===== src/hdl/slpwm_pkg.sv =====
`timescale 1ns / 1ps
// ----------------------------------------------------------------------------
// slpwm_pkg: shared types and constants for the slew-limited PWM setpoints
// Field widths, reset values, operation and register codes, sequencer states.
// ----------------------------------------------------------------------------
package slpwm_pkg;

  localparam int MAX_CH    = 8;
  localparam int OP_W      = 2;
  localparam int PULSE_W   = 16;
  localparam int PER_A_W   = 16;
  localparam int PER_W     = 24;
  localparam int PER1_W    = PER_W + 1;
  localparam int TICK_W    = 24;
  localparam int PROD_W    = PULSE_W + PER1_W;
  localparam int CFG_W     = 24;
  localparam int CFG_IDX_W = 3;
  localparam int CHAN_W    = 3;

  localparam logic [PULSE_W-1:0] RST_MIN    = 16'd1000;
  localparam logic [PULSE_W-1:0] RST_MAX    = 16'd2000;
  localparam logic [PULSE_W-1:0] RST_NEU    = 16'd1500;
  localparam logic [PULSE_W-1:0] RST_STEP   = 16'd10;
  localparam logic [PULSE_W-1:0] RST_FRAME  = 16'd2500;
  localparam logic [PULSE_W-1:0] RST_PULSE  = 16'd1500;
  localparam logic [PER_W-1:0]   RST_PERIOD = 24'd2999;

  localparam logic [TICK_W-1:0]  TICK_SAT   = '1;

  typedef enum logic [OP_W-1:0] {
    OP_SET     = 2'd0,
    OP_TICK    = 2'd1,
    OP_NEUTRAL = 2'd2
  } op_t;

  typedef enum logic [CFG_IDX_W-1:0] {
    REG_MIN   = 3'd0,
    REG_MAX   = 3'd1,
    REG_NEU   = 3'd2,
    REG_STEP  = 3'd3,
    REG_FRAME = 3'd4,
    REG_PER_A = 3'd5,
    REG_PER_B = 3'd6,
    REG_PER_C = 3'd7
  } cfg_reg_t;

  typedef enum logic [2:0] {
    ST_IDLE,
    ST_SCAN,
    ST_MUL,
    ST_DIV_START,
    ST_DIV,
    ST_OUT
  } state_t;

endpackage


===== src/hdl/slpwm_div.sv =====
`timescale 1ns / 1ps
// ----------------------------------------------------------------------------
// slpwm_div: saturating restoring divider, one quotient bit per cycle
// Divides the pulse-period product by the frame length into a 24-bit value.
// ----------------------------------------------------------------------------
module slpwm_div (
  input  logic                           clk,
  input  logic                           rst,
  input  logic                           start,
  input  logic [slpwm_pkg::PROD_W-1:0]   dividend,
  input  logic [slpwm_pkg::PULSE_W-1:0]  divisor,
  output logic                           done,
  output logic [slpwm_pkg::TICK_W-1:0]   quotient
);
  import slpwm_pkg::*;

  localparam int CNT_W = $clog2(TICK_W + 1);

  logic                 active;
  logic [CNT_W-1:0]     cnt;
  logic [PULSE_W-1:0]   rem;
  logic [TICK_W-1:0]    acc;
  logic [PULSE_W:0]     trial;
  logic [PULSE_W:0]     diff;
  logic                 ge;
  logic                 sat;

  // Quotient overflows 24 bits exactly when the top part already reaches the
  // divisor; a zero divisor lands here too.
  assign sat   = dividend[PROD_W-1:TICK_W] >= {{(PROD_W-TICK_W-PULSE_W){1'b0}}, divisor};
  assign trial = {rem, acc[TICK_W-1]};
  assign ge    = trial >= {1'b0, divisor};
  assign diff  = trial - {1'b0, divisor};

  always_ff @(posedge clk) begin
    if (rst) begin
      active <= 1'b0;
      cnt    <= '0;
      done   <= 1'b0;
    end else begin
      if (start) begin
        if (sat) begin
          acc    <= TICK_SAT;
          done   <= 1'b1;
          active <= 1'b0;
        end else begin
          rem    <= dividend[TICK_W+PULSE_W-1:TICK_W];
          acc    <= dividend[TICK_W-1:0];
          cnt    <= CNT_W'(TICK_W);
          active <= 1'b1;
          done   <= 1'b0;
        end
      end else if (active) begin
        // shift in next dividend bit, subtract when it fits
        rem  <= ge ? diff[PULSE_W-1:0] : trial[PULSE_W-1:0];
        acc  <= {acc[TICK_W-2:0], ge};
        cnt  <= cnt - 1'b1;
        done <= (cnt == CNT_W'(1));
        if (cnt == CNT_W'(1)) begin
          active <= 1'b0;
        end
      end else begin
        done <= 1'b0;
      end
    end
  end

  assign quotient = acc;

endmodule


===== src/hdl/slew_limited_pwm_setpoints_unit.sv =====
`timescale 1ns / 1ps
// A set item or an unused op code gives no transaction. A tick or neutral item
// scans the channels and runs one transaction per flagged channel (scan, multiply,
// divider load, bit-serial divide, output load); a saturated quotient skips the divide.
// One item at a time: in_stall holds off the next until the scan ends; the shared
// bit-serial divider and output stalls set the rate.
// Reset: synchronous, clears the sequencer, loads register defaults, sets pulses to 1500.
// ----------------------------------------------------------------------------
// slew_limited_pwm_setpoints_unit: slew-limited thruster PWM setpoints
// Keeps target and current pulse widths per channel, slews current toward
// target on each tick and converts moved pulses, or all on neutral, into timer compare values.
// ----------------------------------------------------------------------------
module slew_limited_pwm_setpoints_unit #(
  parameter int CHANNELS = 8
) (
  input  logic                            clk,
  input  logic                            rst,
  // configuration write port
  input  logic                            cfg_we,
  input  logic [slpwm_pkg::CFG_IDX_W-1:0] cfg_index,
  input  logic [slpwm_pkg::CFG_W-1:0]     cfg_data,
  // input channel
  input  logic                            in_valid,
  output logic                            in_stall,
  input  logic [slpwm_pkg::OP_W-1:0]      op,
  input  logic [slpwm_pkg::PULSE_W-1:0]   pulse_0,
  input  logic [slpwm_pkg::PULSE_W-1:0]   pulse_1,
  input  logic [slpwm_pkg::PULSE_W-1:0]   pulse_2,
  input  logic [slpwm_pkg::PULSE_W-1:0]   pulse_3,
  input  logic [slpwm_pkg::PULSE_W-1:0]   pulse_4,
  input  logic [slpwm_pkg::PULSE_W-1:0]   pulse_5,
  input  logic [slpwm_pkg::PULSE_W-1:0]   pulse_6,
  input  logic [slpwm_pkg::PULSE_W-1:0]   pulse_7,
  // output channel
  output logic                            out_valid,
  input  logic                            out_stall,
  output logic [slpwm_pkg::CHAN_W-1:0]    chan,
  output logic [slpwm_pkg::TICK_W-1:0]    compare_ticks,
  output logic [slpwm_pkg::PULSE_W-1:0]   applied_pulse_us,
  output logic                            last
);
  import slpwm_pkg::*;

  // Never more than eight channels are served, even for a larger CHANNELS.
  localparam int ACTIVE = (CHANNELS < MAX_CH) ? CHANNELS : MAX_CH;
  localparam int IDX_W  = (ACTIVE > 1) ? $clog2(ACTIVE) : 1;
  localparam int CNT_W  = $clog2(ACTIVE + 1);
  localparam logic [CNT_W-1:0] CH_END = CNT_W'(ACTIVE);

  // Configuration registers
  logic [PULSE_W-1:0] reg_min;
  logic [PULSE_W-1:0] reg_max;
  logic [PULSE_W-1:0] reg_neu;
  logic [PULSE_W-1:0] reg_step;
  logic [PULSE_W-1:0] reg_frame;
  logic [PER_A_W-1:0] reg_per_a;
  logic [PER_W-1:0]   reg_per_b;
  logic [PER_W-1:0]   reg_per_c;

  // Per-channel state
  logic [PULSE_W-1:0] target  [ACTIVE];
  logic [PULSE_W-1:0] current [ACTIVE];

  // Sequencer
  state_t             state;
  state_t             state_next;
  logic [CNT_W-1:0]   ch;
  logic [IDX_W-1:0]   ch_idx;
  logic [ACTIVE-1:0]  mask;
  logic [ACTIVE-1:0]  chg;
  logic [PULSE_W-1:0] pulse_reg;
  logic [PROD_W-1:0]  prod;

  // Combinational helpers
  logic [PULSE_W-1:0] pulse_in [MAX_CH];
  logic               accept;
  logic               out_free;
  logic               div_start;
  logic               div_done;
  logic [TICK_W-1:0]  div_q;
  logic [PULSE_W-1:0] cur_c;
  logic [PULSE_W-1:0] cur_t;
  logic [PULSE_W-1:0] gap;
  logic [PULSE_W-1:0] move;
  logic [PULSE_W-1:0] slewed;
  logic [PER_W-1:0]   period;
  logic [PER1_W-1:0]  per1;
  logic [PROD_W-1:0]  prod_calc;
  logic               later;

  function automatic logic [PULSE_W-1:0] clamp(input logic [PULSE_W-1:0] v,
                                               input logic [PULSE_W-1:0] lo,
                                               input logic [PULSE_W-1:0] hi);
    logic [PULSE_W-1:0] r;
    if (v < lo) begin
      r = lo;
    end else if (v > hi) begin
      r = hi;
    end else begin
      r = v;
    end
    return r;
  endfunction

  assign pulse_in[0] = pulse_0;
  assign pulse_in[1] = pulse_1;
  assign pulse_in[2] = pulse_2;
  assign pulse_in[3] = pulse_3;
  assign pulse_in[4] = pulse_4;
  assign pulse_in[5] = pulse_5;
  assign pulse_in[6] = pulse_6;
  assign pulse_in[7] = pulse_7;

  assign ch_idx   = ch[IDX_W-1:0];
  assign in_stall = (state != ST_IDLE);
  assign accept   = in_valid && !in_stall;
  // output slot can take a new transaction when empty or draining this cycle
  assign out_free = !out_valid || !out_stall;

  // Slew one channel: step toward target by at most the step limit.
  // Equal values give a zero gap and leave the pulse untouched.
  always_comb begin
    cur_c = current[ch_idx];
    cur_t = target[ch_idx];
    if (cur_c < cur_t) begin
      gap = cur_t - cur_c;
    end else begin
      gap = cur_c - cur_t;
    end
    move = (gap > reg_step) ? reg_step : gap;
    if (cur_c < cur_t) begin
      slewed = cur_c + move;
    end else begin
      slewed = cur_c - move;
    end
  end

  // A channel moves on a tick exactly when it is off target and the step is
  // nonzero, so the whole result set is known at acceptance.
  always_comb begin
    for (int i = 0; i < ACTIVE; i++) begin
      chg[i] = (current[i] != target[i]) && (reg_step != '0);
    end
  end

  // Flag the final transaction: no marked channel left above this one.
  always_comb begin
    later = 1'b0;
    for (int i = 0; i < ACTIVE; i++) begin
      if (mask[i] && (int'(ch) < i)) begin
        later = 1'b1;
      end
    end
  end

  // Timer group select: channels 0-1 group a, 2-3 group b, the rest group c.
  always_comb begin
    if (int'(ch) < 2) begin
      period = PER_W'(reg_per_a);
    end else if (int'(ch) < 4) begin
      period = reg_per_b;
    end else begin
      period = reg_per_c;
    end
  end

  assign per1      = {1'b0, period} + PER1_W'(1);
  assign prod_calc = PROD_W'(pulse_reg) * PROD_W'(per1);

  // Shared divider: product / frame, saturated to 24 bits
  slpwm_div u_div (
    .clk      (clk),
    .rst      (rst),
    .start    (div_start),
    .dividend (prod),
    .divisor  (reg_frame),
    .done     (div_done),
    .quotient (div_q)
  );

  // State register
  always_ff @(posedge clk) begin
    if (rst) begin
      state <= ST_IDLE;
    end else begin
      state <= state_next;
    end
  end

  // Next state and sequencer outputs
  always_comb begin
    state_next = state;
    div_start  = 1'b0;
    case (state)
      ST_IDLE: begin
        if (accept && ((op == OP_TICK) || (op == OP_NEUTRAL))) begin
          state_next = ST_SCAN;
        end
      end
      ST_SCAN: begin
        if (ch == CH_END) begin
          state_next = ST_IDLE;
        end else if (mask[ch_idx]) begin
          state_next = ST_MUL;
        end
      end
      ST_MUL: begin
        state_next = ST_DIV_START;
      end
      ST_DIV_START: begin
        div_start  = 1'b1;
        state_next = ST_DIV;
      end
      ST_DIV: begin
        if (div_done) begin
          state_next = ST_OUT;
        end
      end
      ST_OUT: begin
        if (out_free) begin
          state_next = ST_SCAN;
        end
      end
      default: begin
        state_next = ST_IDLE;
      end
    endcase
  end

  // Datapath and state storage
  always_ff @(posedge clk) begin
    if (rst) begin
      reg_min   <= RST_MIN;
      reg_max   <= RST_MAX;
      reg_neu   <= RST_NEU;
      reg_step  <= RST_STEP;
      reg_frame <= RST_FRAME;
      reg_per_a <= PER_A_W'(RST_PERIOD);
      reg_per_b <= RST_PERIOD;
      reg_per_c <= RST_PERIOD;
      for (int i = 0; i < ACTIVE; i++) begin
        target[i]  <= RST_PULSE;
        current[i] <= RST_PULSE;
      end
      ch        <= '0;
      mask      <= '0;
      out_valid <= 1'b0;
    end else begin
      // Register writes must arrive only while idle; the block itself does not enforce this.
      if (cfg_we) begin
        case (cfg_reg_t'(cfg_index))
          REG_MIN:   reg_min   <= cfg_data[PULSE_W-1:0];
          REG_MAX:   reg_max   <= cfg_data[PULSE_W-1:0];
          REG_NEU:   reg_neu   <= cfg_data[PULSE_W-1:0];
          REG_STEP:  reg_step  <= cfg_data[PULSE_W-1:0];
          REG_FRAME: reg_frame <= cfg_data[PULSE_W-1:0];
          REG_PER_A: reg_per_a <= cfg_data[PER_A_W-1:0];
          REG_PER_B: reg_per_b <= cfg_data[PER_W-1:0];
          REG_PER_C: reg_per_c <= cfg_data[PER_W-1:0];
          default: begin
          end
        endcase
      end

      // Drop the held transaction once taken, unless a new one loads below.
      if (out_valid && !out_stall && (state != ST_OUT)) begin
        out_valid <= 1'b0;
      end

      case (state)
        ST_IDLE: begin
          if (accept) begin
            case (op)
              OP_SET: begin
                for (int i = 0; i < ACTIVE; i++) begin
                  target[i] <= clamp(pulse_in[i], reg_min, reg_max);
                end
              end
              OP_TICK: begin
                mask <= chg;
                ch   <= '0;
              end
              OP_NEUTRAL: begin
                // Current equals target afterwards, so the scan reports the
                // neutral value on every channel.
                for (int i = 0; i < ACTIVE; i++) begin
                  target[i]  <= reg_neu;
                  current[i] <= reg_neu;
                end
                mask <= '1;
                ch   <= '0;
              end
              default: begin
              end
            endcase
          end
        end
        ST_SCAN: begin
          if (ch != CH_END) begin
            if (mask[ch_idx]) begin
              current[ch_idx] <= slewed;
              pulse_reg       <= slewed;
            end else begin
              ch <= ch + 1'b1;
            end
          end
        end
        ST_MUL: begin
          prod <= prod_calc;
        end
        ST_OUT: begin
          if (out_free) begin
            out_valid        <= 1'b1;
            chan             <= CHAN_W'(ch);
            compare_ticks    <= div_q;
            applied_pulse_us <= pulse_reg;
            last             <= !later;
            ch               <= ch + 1'b1;
          end
        end
        default: begin
        end
      endcase
    end
  end

  // Divider completion only lands while the sequencer waits for it.
  a_done_in_div: assert property (@(posedge clk) disable iff (rst)
    div_done |-> (state == ST_DIV))
    else $error("divider done outside wait state");

  // Channel counter never runs past the end marker.
  a_ch_range: assert property (@(posedge clk) disable iff (rst)
    ch <= CH_END)
    else $error("channel counter out of range");

  // Only channels flagged at acceptance produce a transaction.
  a_out_marked: assert property (@(posedge clk) disable iff (rst)
    (state == ST_OUT) |-> mask[ch_idx])
    else $error("result for unflagged channel");

  // A blocked output slot holds the sequencer in the output state.
  a_hold_on_stall: assert property (@(posedge clk) disable iff (rst)
    ((state == ST_OUT) && out_valid && out_stall) |=> (state == ST_OUT))
    else $error("result loaded over a pending transaction");

endmodule


===== config.mk =====
export PLATFORM = sky130hd
export DESIGN_NAME = slew_limited_pwm_setpoints_unit
export DESIGN_NICKNAME = d
export VERILOG_FILES = /design/src/hdl/slpwm_pkg.sv /design/src/hdl/slpwm_div.sv /design/src/hdl/slew_limited_pwm_setpoints_unit.sv
export SDC_FILE = /design/constraint.sdc
export NUM_CORES = 2
export LEC_CHECK = 0
export ABC_AREA = 1
export ABC_CLOCK_PERIOD_IN_PS = 11650
export BUFFER_PORTS_ARGS = -buffer_cell sky130_fd_sc_hd__clkbuf_2
export CORE_MARGIN = 4
export CORE_UTILIZATION = 45
export CTS_CLUSTER_DIAMETER = 100
export DETAILED_ROUTE_END_ITERATION = 16
export SKIP_LAST_GASP = 1
export SLEW_MARGIN = 15
export SYNTH_ARGS = -nofsm -noshare
export SYNTH_HDL_FRONTEND = slang
export SYNTH_SLANG_ARGS = --single-unit

===== constraint.sdc =====
create_clock -name clk -period 11.65 [get_ports clk]
set_input_delay 1.165 -clock clk [delete_from_list [all_inputs] [get_ports clk]]
set_output_delay 1.165 -clock clk [all_outputs]
set_load 0.01 [all_outputs]

==> impl_metrics.env <==
export IMPL_min_period_over_period=0.864
export IMPL_run_status="complete, no violations"
export IMPL_critPathLaunchType="flip-flop"
export IMPL_synth_distinct_cells=64
export IMPL_synth_edf_count=397
export IMPL_die_h_um=345
export IMPL_cts_resized=0
export IMPL_syn_inst=6457
export IMPL_wl_um=199000
export IMPL_critical_path_max_fanout=27
export IMPL_final_antenna_net_count=0
export IMPL_hold_buffers=0
export IMPL_netlist_area_um2=51100
export IMPL_hold_violations=0
export IMPL_synth_seq_area_share=0.300
export IMPL_worst_setup_path_type="flip-flop to flip-flop"
export IMPL_grt_pass1_wl_um=292000
export IMPL_synth_area_leader_cell="edfxtp_1"
export IMPL_setup_tns_ns=0
export IMPL_yosysWarnings=0
export IMPL_path_clk_slew_ns=0.06
export IMPL_die_area_um2=119000
export IMPL_io_buffers=207
export IMPL_yosysTopAreaCellShare=0.233
export IMPL_drcViolationCount=0
export IMPL_final_min_clock_period_ns=10.07
export IMPL_ys_flop_type="edfxtp_1"
export IMPL_reg_top3="current (128), target (128), prod (41)"
export IMPL_final_nets=7531
export IMPL_antenna_found_initial=12
export IMPL_grt_setup_unrepaired="false"
export IMPL_relSlewSlack=0.144
export IMPL_synthToLayoutAreaGrowth_pct=9.95
export IMPL_cts_tree="built"
export IMPL_clockRootBuffer="clkbuf_16"
export IMPL_slowest_delay_ns=0.66
export IMPL_num_io_pins=208
export IMPL_cts_htree_levels=3
export IMPL_initial_core_util=0.454
export IMPL_routedWlPerCell_um=24.4
export IMPL_synthTopCellsByArea="edfxtp_1, fa_1, ha_1, nand2_1, dfxtp_1"
export IMPL_clockBufferDepth=3
export IMPL_drive_above_1_share=0.0746
export IMPL_insertion_delay_ns=0.65
export IMPL_dp_hpwl_um=152000
export IMPL_worst_slack_ns=1.58
export IMPL_core_area_um2=113000
export IMPL_whs_ns=0.439
export IMPL_vias_per_cell=5.80
export IMPL_worst_pin_slew_ns=1.27
export IMPL_fin_worst_skew_ns=0.0285
export IMPL_first_iter_violations=5420
export IMPL_synth_common_cells="nand2_1, inv_1, nor2_1, o21ai_0, ha_1"
export IMPL_crit_path_frequent_cell="nand2_1"
export IMPL_grt_overflow=0
export IMPL_critPathArrivalTime_ns=10.47
export IMPL_post_cts_repair_setup_buffers=0
export IMPL_pre_cts_ws_ns=1.75
export IMPL_grt_pass1_vias=44900
export IMPL_timing_final_max_slew_violations=0
export IMPL_setup_viol=0
export IMPL_synth_async_reset_ratio=0
export IMPL_worst_setup_path_end_kind="flip-flop"
export IMPL_fin_util=0.499
export IMPL_numCtsBuffers=69
export IMPL_nFillCells=11100
export IMPL_die_w_um=345
export IMPL_dr_pass1_iters=7
export IMPL_grt_util_all_layers=0.324
export IMPL_maxCapViolCount=0
export IMPL_vias=47200
export IMPL_ys_ff_latch=567
export IMPL_clock_sinks=567
export IMPL_max_freq_mhz=99.3
export IMPL_cp_slowest_cell="clkinv_1"
export IMPL_grt_max_degree=109
export IMPL_globalplace_congestion=0.972
export IMPL_synth_area_per_cell_um2=7.92
export IMPL_mappedNetlistNets=7405
export IMPL_synth_most_common_cell="nand2_1"
export IMPL_rows=123
export IMPL_holdCritPathClass="flip-flop to flip-flop"
export IMPL_required_ns=12.05
[per-stage QoR]
step,instance area (um^2),instances
after floorplan,51100,6457
after global placement,53900,8012
after detailed placement,53900,8012
after CTS,56200,8138
after global routing,56200,8141
final,56200,8141
[worst max-delay path: cells and delay by family, from the launching register on]
kind	cells	cell delay (ns)
compound gates	6	1.26
buf+inv	11	2.20
flops	1	0.40
simple gates	17	2.04
fa+ha+maj	8	3.88
[worst paths after layout]
path                                              start                      end  slack (ns)  cells past startpoint
worst min-delay path            reg_max[2]$_SDFFE_PP0P_  reg_max[2]$_SDFFE_PP0P_        0.44                      2
worst max register to register       ch[2]$_SDFFE_PP0P_       prod[33]$_DFFE_PP_        1.58                     42
worst min register to register  reg_max[2]$_SDFFE_PP0P_  reg_max[2]$_SDFFE_PP0P_        0.44                      2
worst max-delay path                 ch[2]$_SDFFE_PP0P_       prod[33]$_DFFE_PP_        1.58                     42
[placed cells by master, fill, tap and decap left out, drive strengths merged, types with 6 or more instances in the layout]
cell type,instances
o22ai,52
a221oi,16
o21ai,621
nor3,28
nand4,61
nand2,1385
a21boi,7
nor2,684
clkinv,57
nor4,23
edfxtp,397
clkbuf,300
o221ai,11
dfxtp,170
o21a,6
nand3,189
or2,16
o31ai,10
a21oi,378
fa,324
a211oi,23
ha,462
inv,884
xor2,96
a31oi,26
a21o,13
o2111ai,15
xnor2,83
o41ai,6
o211ai,141
o22a,23
buf,95
[routing by layer]
layer | wire length, um | vias to the layer above | global-route usage
met1 | 86000 | 22500 | 0.473
met3 | 23700 | 426 | 0.0814
met4 | 7900 | 4 | 0.112
met2 | 80900 | 2619 | 0.468
li1 | - | 21700 | -
met5 | 23 | - | 0
[cells by family (layout without fill, tap and decap cells)]
family                   after synthesis  after routing  share of synthesized area
adder cells (fa/ha/maj)              786            786                      0.240
flip-flops                           567            567                      0.300
AND/OR/NAND/NOR                     2399           2399                      0.191
XOR/XNOR                             179            179                     0.0307
AO/OA/AOI/OAI                       1364           1364                      0.152
buffers and inverters               1162           1343                     0.0867
other                                  0              3                          0
[final cells by class]
type / instances / area, um^2 / area share
tap: 1500 / 1880 / 0.0334
inverter: 915 / 3440 / 0.0613
antenna: 3 / 7.51 / 0.000134
clock inverter: 33 / 435 / 0.00775
clock buffer: 93 / 1900 / 0.0338
timing repair buffer: 302 / 1750 / 0.0311
multi-input combinational: 4728 / 31500 / 0.560
sequential: 567 / 15300 / 0.273
Power is left out: the tool's default activity adds up to more than one toggle a clock period on the data nets, which glitch-free logic cannot reach.
